`src/hw/rtl/crc_pkg.sv`:
```
package crc_pkg;

    // Field widths
    localparam int IdxW   = 32;
    localparam int ShiftW = 6;
    localparam int LenW   = 48;
    localparam int PosW   = LenW + 1;
    localparam int WideW  = IdxW + 1 + (2 ** ShiftW) - 1;

    // Register reset values
    localparam logic [ShiftW-1:0] ShiftRst = 6'd21;

    // Configuration register indexes
    typedef enum logic [0:0] {
        CFG_CHUNK_SHIFT    = 1'b0,
        CFG_ARTIFACT_BYTES = 1'b1
    } cfg_reg_t;

    // One cell of the sorting row
    typedef struct packed {
        logic            vld;
        logic [IdxW-1:0] val;
    } cell_t;

    // Row command: insert the broadcast key, or shift everything towards the head
    typedef struct packed {
        logic ins;
        logic pop;
    } cell_ctl_t;

    // One result item
    typedef struct packed {
        logic [LenW-1:0] range_offset;
        logic [LenW-1:0] range_length;
        logic [IdxW-1:0] first_chunk;
        logic [IdxW-1:0] final_chunk;
        logic            range_valid;
        logic            overflow;
        logic            last_range;
    } res_t;

    typedef enum logic [4:0] {
        S_COLLECT = 5'b00001,
        S_SCAN    = 5'b00010,
        S_SHIFT   = 5'b00100,
        S_CLIP    = 5'b01000,
        S_FLUSH   = 5'b10000
    } state_t;

    // Byte position x << s, saturated to all ones once it reaches 2^48.
    // Anything at or above 2^48 lies beyond every artifact size.
    function automatic logic [PosW-1:0] sat_pos(input logic [IdxW:0] x,
                                                input logic [ShiftW-1:0] s);
        logic [WideW-1:0] w;
        w = {{(WideW-IdxW-1){1'b0}}, x} << s;
        return (|w[WideW-1:LenW]) ? {PosW{1'b1}} : {1'b0, w[LenW-1:0]};
    endfunction

endpackage

```
`src/hw/rtl/crc_cell.sv`:
```
module crc_cell (
    input  logic                      clk,
    input  logic                      rst_n,
    input  crc_pkg::cell_ctl_t        ctl,
    input  logic [crc_pkg::IdxW-1:0]  key,
    input  crc_pkg::cell_t            left,
    input  logic                      left_lt,
    input  crc_pkg::cell_t            right,
    output crc_pkg::cell_t            cur,
    output logic                      lt,
    output logic                      eq
);
    import crc_pkg::*;

    logic            vld_reg, vld_next;
    logic [IdxW-1:0] val_reg, val_next;

    assign cur = '{vld: vld_reg, val: val_reg};

    // Compare against the broadcast key; empty cells never match
    assign lt = vld_reg && (val_reg < key);
    assign eq = vld_reg && (val_reg == key);

    // Insert: smaller entries stay, the boundary cell takes the key,
    // the rest take the left neighbour. Pop: take the right neighbour.
    always_comb
    begin
        vld_next = vld_reg;
        val_next = val_reg;
        if (ctl.ins && !lt)
        begin
            if (left_lt)
            begin
                vld_next = 1'b1;
                val_next = key;
            end
            else
            begin
                vld_next = left.vld;
                val_next = left.val;
            end
        end
        else if (ctl.pop)
        begin
            vld_next = right.vld;
            val_next = right.val;
        end
    end

    always_ff @(posedge clk or negedge rst_n)
    begin
        if (!rst_n)
        begin
            vld_reg <= 1'b0;
        end
        else
        begin
            vld_reg <= vld_next;
        end
    end

    always_ff @(posedge clk)
    begin
        val_reg <= val_next;
    end

endmodule

```
`config.mk`:
```
export PLATFORM = sky130hd
export DESIGN_NAME = crc_cell
export DESIGN_NICKNAME = d
export VERILOG_FILES = /design/src/hw/rtl/crc_pkg.sv /design/src/hw/rtl/crc_cell.sv
export SDC_FILE = /design/constraint.sdc
export NUM_CORES = 1
export LEC_CHECK = 0
export BUFFER_PORTS_ARGS = -buffer_cell sky130_fd_sc_hd__clkbuf_2
export CAP_MARGIN = 15
export CORE_UTILIZATION = 35
export CTS_BUF_LIST = sky130_fd_sc_hd__clkbuf_4 sky130_fd_sc_hd__clkbuf_8 sky130_fd_sc_hd__clkbuf_16
export DETAILED_ROUTE_END_ITERATION = 7
export PLACE_DENSITY = 0.74
export SLEW_MARGIN = 15
export SYNTH_ARGS = -nofsm -noshare
export SYNTH_HDL_FRONTEND = slang
export SYNTH_SLANG_ARGS = --single-unit
export TNS_END_PERCENT = 10
```
`constraint.sdc`:
```
create_clock -name clk -period 8.2 [get_ports clk]
set_input_delay 0.82 -clock clk [delete_from_list [all_inputs] [get_ports clk]]
set_output_delay 0.82 -clock clk [all_outputs]
set_load 0.05 [all_outputs]
```
# After elaboration in Yosys (flattened, before gate mapping)
# Cells that the tools add are included.
[classes] addsub=0 multipliers=0 n_div=0 order_cmp=1 n_eq_ne=1 shift=0 n_mux=6 n_bitwise=0 reduce_logical=5
[ops] op="32-bit 2-to-1 mux" n=3
[ops] op="32-bit equality test" n=1
[ops] op="32-bit less-than comparator" n=1
[ops] op="1-bit logical AND" n=3
[ops] op="1-bit 2-to-1 mux" n=3
[ops] op="2-bit nonzero test" n=1
[ops] op="1-bit zero test" n=1
[word_totals] ff_bits=33 latchBits=0 ram_bits=0 rom_bits=0 input_bits=103 out_inout_bits=35 word_cells=15 memories=0

# Depth between registers and ports, before layout
# Gate-level depths: netlist of the first run.
[logic_depth] depth_word=5 ltp_mapped=10 depth_no_buf=8

# Worst setup path before layout of the first run
# OpenSTA, ideal clock, no wires.
[synth_timing] path_kind="input -> output" startpoint="in key[18] in the netlist's numbering" endpoint="out lt" t_arrival_ns=2.554 t_required_ns=7.380 setup_slack_ns=4.826 cell_stages=7 path_buffers=0 path_cell_list="inv_1 > ha_1 > and3_4 > a221o_1 > a21oi_1 > o211ai_1 > nor2_1"
[synth_between] elab_chain_len=2
[synth_lines] element="start, declared" line="crc_cell.sv:5" rtl="input logic [crc_pkg::IdxW-1:0] key,"
[synth_lines] element="32-bit less-than comparator" line="crc_cell.sv:21" rtl="assign lt = vld_reg && (val_reg < key);"
[synth_lines] element="1-bit logical AND" line="crc_cell.sv:21"
[synth_lines] element="end, declared" line="crc_cell.sv:10" rtl="output logic lt,"
# No other way between the ends.

# Worst setup path after layout of the first run
[layout_timing] startpoint="in key[31] in the netlist's numbering" endpoint="reg val_reg[30] (enable)"
[layout_between] elab_chain_len=5
[layout_lines] element="32-bit less-than comparator" line="crc_cell.sv:21"
[layout_lines] element="1-bit logical AND" line="crc_cell.sv:21"
[layout_lines] element="1-bit zero test" line="crc_cell.sv:30" rtl="if (ctl.ins && !lt)"
[layout_lines] element="1-bit logical AND" line="crc_cell.sv:30"
[layout_lines] element="2-bit nonzero test (no line)"
[layout_lines] element="end signal, assigned" line="crc_cell.sv:64" rtl="val_reg <= val_next;"
[layout_lines] element="end, declared" line="crc_cell.sv:16" rtl="logic [IdxW-1:0] val_reg, val_next;"
# No other way between the ends.
# A chain may end at the register's enable or synchronous reset.

==> impl_metrics.ini, run 1 <==
[status]
status = complete, no violations

[global_route]
grt_pass1_wl_um = 10400
antenna_found_initial = 0
grt_max_degree = 35
grtUsageTotal = 0.158
grt_pass1_vias = 2184
grt_overflow = 0

[clock_network]
insertion_delay_ps = 280
clock-sinks = 33
cts_resized = 0
postCtsSetupRepairBufs = 0
cts_tree = yes
cts_max_path_buffers = 2
h-tree-depth = 2
cts_root_buf = clkbuf_8
ctsHoldBuffers = 0
numCtsBuffers = 5
clkSlewWorstSetupHoldPaths_ps = 70

[timing]
fin_crit_ps = 4100
max_clock_freq_mhz = 244
maxSlewHeadroom = 0.230
tightestPinTransition_ps = 1150
setup_tns_ps = 0
rsz0062_at_grt = no
final_max_slew_viol_count = 0
setup_violations = 0
hold_violations = 0
whs_ps = 300
skew_ps = 7.21
post-route-period-util = 0.500

[pwr]
p_leak_uw = 0.00184
powerDensity_nw_per_um2 = 185
peakVddDrop_uv = 70.2

[drt]
postRouteAntennaNets = 0
wl_per_cell_um = 13.9
first_pass_iters = 4
wl_met2_um = 3380
num_vias = 2151
dr_wl_met3_um = 227
wirelength_um = 6460
avgViaCountPerCell = 4.64
wl_met1_um = 2800
drc = 0
dr.max_layer_used = met4
drt_iter0_drc = 37

[floorplan]
die_width_um = 91.2
die_h_um = 91.2
io_pins = 138
die_area_um2 = 8330
fp-row-count = 32
initial_core_util = 0.361
core_area_um2 = 7730

[finish]
antennaDiodeCount = 0
final_util = 0.465
area_delta_synth_final_pct = 28.9
nets = 496
final_common_cell = clkbuf_2
layoutNonFillerInstCount = 464
largest_reg_flops = 32
drive_gt1_frac = 0.602
layout_common_cells = clkbuf_2 (137), mux2_2 (36), inv_1 (32), ha_1 (32), edfxtp_1 (32)

[logic_synthesis]
ys_ff_latch = 33
synth_cell_types = 33
syn_inst = 226
syn-num-nets = 361
synth_area_um2 = 2790
synth_warnings = 0
syn_avg_cell_area_um2 = 12.3
ys_seq_area_frac = 0.354

[job]
maxCapViolations = 0

[critical_path]
end_kind = register
worstSetupPathType = input pin to register
required_ps = 8100
crit_path_start_kind = input pin
worstSetupStartpoint = key[31]
worstPathArrival_ps = 4000
crit_path_max_fanout = 34
rr_startpoint = val_reg[31]

[min_path]
hold_class = input pin to asynchronous set/reset pin

[placement]
port_buffers = 137
dpl.cell_count = 456
gp_congestion = 0.792
place_hpwl_um = 5240
-- synth_stat cells --
cell type,count,share of area
and3_4,1,0.0040
nor2b_1,1,0.0022
a22oi_1,1,0.0027
nor2_1,7,0.0094
inv_1,32,0.043
o21a_1,2,0.0054
nand4_1,4,0.0090
a21oi_1,11,0.020
o211ai_1,2,0.0054
nor4_2,2,0.0090
a21o_2,1,0.0031
nand2_1,8,0.011
clkbuf_1,4,0.0054
buf_6,1,0.0040
buf_4,1,0.0027
nand4_2,1,0.0045
mux2_2,36,0.15
a221o_1,1,0.0036
mux2_4,28,0.15
buf_12,3,0.022
nand2b_1,1,0.0022
edfxtp_1,32,0.34
ha_1,32,0.14
mux2i_1,2,0.0072
a211oi_1,2,0.0054
and3_1,1,0.0022
a2bb2oi_1,1,0.0031
nand3_1,2,0.0036
or2_2,1,0.0022
dfrtp_1,1,0.0090
o21ai_0,2,0.0036
a31oi_4,1,0.0076
a21bo_2,1,0.0036
-- critical path, stage by stage --
cell	delay, ps
clkbuf_2	90
inv_1	40
ha_1	310
nand4_1	190
nor4_2	400
nand3_1	220
a31oi_4	200
o21a_2	910
or2_2	800
-- through the flow --
stage	setup WS, ps	instance area [um2]	total power (uW)
finish	4100	3590	664
global route	3840	3590	704
CTS	4050	3590	673
detailed placement	3770	3510	549
global placement	3920	3510	544
floorplan	4830	2790	477
-- cell type report --
class,count,area [um2]
fillers,740,4130
clock buffers,6,76.3
inverters,32,120
repair buffers,137,686
flip-flops and latches,33,986
multi-input cells,152,1590
clock inverters,2,10.0
well taps,102,128
-- where the power goes --
group | leakage, uW | switching, uW | internal (uW)
logic | 0.00145 | 188 | 117
registers | 0.000332 | 16.7 | 221
clock network | 0.0000484 | 58.9 | 62.1
total | 0.00184 | 264 | 400
-- cells by family (layout without fill, tap and decap cells) --
family,Yosys count,in the layout,synth area share
muxes,66,66,0.303
buffers and inverters,41,177,0.0768
DFF,33,33,0.354
adders and majority gates,32,32,0.144
and+or+nand+nor,29,29,0.0593
AOI/OAI and AO/OA,25,25,0.0633
-- metal layers --
metal,track usage,vias up
met2,0.285,61
met1,0.197,991
met5,0,-
met3,0.0218,4
met4,0.0437,0
li1,-,1095
-- final timing paths --
check / to / slack (ps) / cells after the start
worst max register to register: val_reg[30] / 4340 / 7
worst min register to register: vld_reg / 660 / 2
max in group asynchronous: vld_reg / 7820 / 1
worst max-delay path: val_reg[30] / 4100 / 9
min in group clk: vld_reg / 660 / 2
worst min-delay path: vld_reg / 300 / 1
Power figures use the tool's default switching activity.
==> run 2: changes to the inputs <==
Settings changed: ABC_AREA from default to 1, PLACE_DENSITY 0.74 to 0.77.
Clock period 8.2 ns to 3.3 ns, I/O delays scaled along.
==> run 2 against run 1 <==
  * Synthesized cell count up 47%
  * Sequential share of layout area rose by 1.1 points
  * Via count rose by 21%
  * Final cell count up 22%
  * Clock skew fell by 3.6 ps
  * First-iteration DRC count is 24% higher
  * Setup slack worse by 3300 ps
  * Clock-buffer cell count is the same
  * Largest cell class unchanged
  * Global-route usage rose by 0.73 points
  * Die area down 5.9%
==> impl_metrics.ini, run 2 <==
[timing]
setup_ws_ps = 844
final_max_slew_viol_count = 0
post-route-period-util = 0.744
max_clock_freq_mhz = 407
maxSlewHeadroom = 0.258
skew_ps = 3.61
fin_crit_ps = 2460
setup_violations = 0
rsz0062_at_grt = no
tightestPinTransition_ps = 1110
setup_tns_ps = 0
hold_violations = 0

[global_route]
grt_overflow = 0
grt_pass1_vias = 2399
use_met2 = 0.313
antenna_found_initial = 0
grt_pass1_wl_um = 10200
grtUsageTotal = 0.166
grt_max_degree = 67
met3_usage = 0.0392
use_met1 = 0.187
busiest_layer = met2

[critical_path]
crit_path_max_fanout = 66
rr_startpoint = val_reg[21]
end_kind = register
ff2ff_path_depth = 10
r2r_slack_ps = 840
crit_path_start_kind = register
worstSetupPathType = register to register
reg2reg_to = val_reg[21]
worstSetupStartpoint = val_reg[21]
required_ps = 3300
worstPathArrival_ps = 2460

[finish]
drive_gt1_frac = 0.363
layout_common_cells = clkbuf_2 (137), nand2_1 (105), inv_1 (42), o21ai_0 (33)
antennaDiodeCount = 0
multi_input_area_um2 = 1380
area_delta_synth_final_pct = 31.7
nets = 600
final_common_cell = clkbuf_2
fillerInstances = 718
seqCellArea_um2 = 986
largest_reg_flops = 32

[drt]
wl_per_cell_um = 11.3
wirelength_um = 6400
drt_iter0_drc = 46
first_pass_iters = 4
num_vias = 2593
drc = 0
postRouteAntennaNets = 0
avgViaCountPerCell = 4.59

[logic_synthesis]
synth_top_cell_area_share = 0.367
syn-num-nets = 467
synth_edf_count = 32
synth_area_leader_cell = edfxtp_1
synthTopCellsByCount = nand2_1 (105), inv_1 (42), o21ai_0 (33)
synth.area.top_cells = edfxtp_1 (37%), ha_1 (15%), nand2_1 (15%)
ys_seq_area_frac = 0.376
synth_area_um2 = 2620
ys_ff_latch = 33
syn_avg_cell_area_um2 = 7.89
synth_warnings = 0
async_flop_share = 0.0303
ys.flop_type = edfxtp_1
syn_inst = 332
synth.most_common_cell = nand2_1
synth_cell_types = 26

[clock_network]
insertion_delay_ps = 280
cts_root_buf = clkbuf_8
h-tree-depth = 2
cts_tree = yes
numCtsBuffers = 5
clkSlewWorstSetupHoldPaths_ps = 70
cts_max_path_buffers = 2
postCtsSetupRepairBufs = 0
clock-sinks = 33

[floorplan]
core_area_um2 = 7250
io_pins = 138
die_area_um2 = 7840
die_h_um = 88.5
fp-row-count = 31
initial_core_util = 0.361
die_width_um = 88.5

[min_path]
min_from = right[27]
whs_path_depth = 3
holdPathEnd = val_reg[27]
hold_class = input pin to register

[placement]
pre_cts_slack_ps = 763
port_buffers = 137
gp_congestion = 0.793
place_hpwl_um = 5250

[pwr]
p_leak_uw = 0.00189
powerDensity_nw_per_um2 = 521
power.total_uw = 1800
peakVddDrop_uv = 202

[job]
maxCapViolations = 0

[status]
status = complete, no violations
==> run 2: how the worst max path moves through the flow <==
stage	end	cells past startpoint
CTS	val_reg[4]	12
global placement	val_reg[21]	14
floorplan	val_reg[0]	12
finish	val_reg[21]	10
global route	val_reg[4]	13
detailed placement	val_reg[21]	14
==> run 2: per-stage QoR <==
stage | instance area [um2] | utilization | hold WS, ps | std cells
global route | 3450 | 0.476 | 320 | 565
global placement | 3350 | 0.462 | 113 | 556
CTS | 3450 | 0.476 | 314 | 565
detailed placement | 3350 | 0.462 | 106 | 556
finish | 3450 | 0.476 | 324 | 565
floorplan | 2620 | - | 34.4 | 332
==> run 2: cells by family (layout without fill, tap and decap cells) <==
group / Yosys count / count (layout) / synth area share
DFF: 33 / 33 / 0.376
buffers and inverters: 58 / 192 / 0.0988
and+or+nand+nor: 130 / 130 / 0.201
adders and majority gates: 32 / 32 / 0.153
AOI/OAI and AO/OA: 78 / 78 / 0.167
muxes: 1 / 1 / 0.00382
==> run 2: layer usage <==
| layer | routed length (um) | vias to the layer above |
|---|---|---|
| li1 | - | 1360 |
| met1 | 2790 | 1143 |
| met2 | 3190 | 86 |
| met3 | 376 | 4 |
| met4 | 40 | 0 |
| met5 | 0 | - |
==> run 2: repair_timing <==
action                                 in CTS  in global routing
hold buffers                                1                  0
gates resized for setup                     0                  0
endpoints found under the hold margin       1                  0
==> run 2: final cells by class <==
type | instances | area share
timing repair buffer | 141 | 0.208
clock buffer | 6 | 0.0221
inverter | 43 | 0.0468
tap | 99 | 0.0359
multi-input combinational | 241 | 0.398
clock inverter | 2 | 0.00290
sequential | 33 | 0.286
==> run 2: where the power goes <==
part,total (uW),internal [uW],switching (uW)
registers,627,576,50.1
logic,869,248,621
clock network,303,154,148
==> run 2: critical path, cell delays in order (launching register included) <==
cell and delay [ps]:
edfxtp_1 420, ha_1 310, a21oi_1 160, nor2_1 50
nor2_1 80, nand3_1 100, a21oi_2 150, nand2_2 90
nand2_2 60, buf_4 560, o21ai_1 160
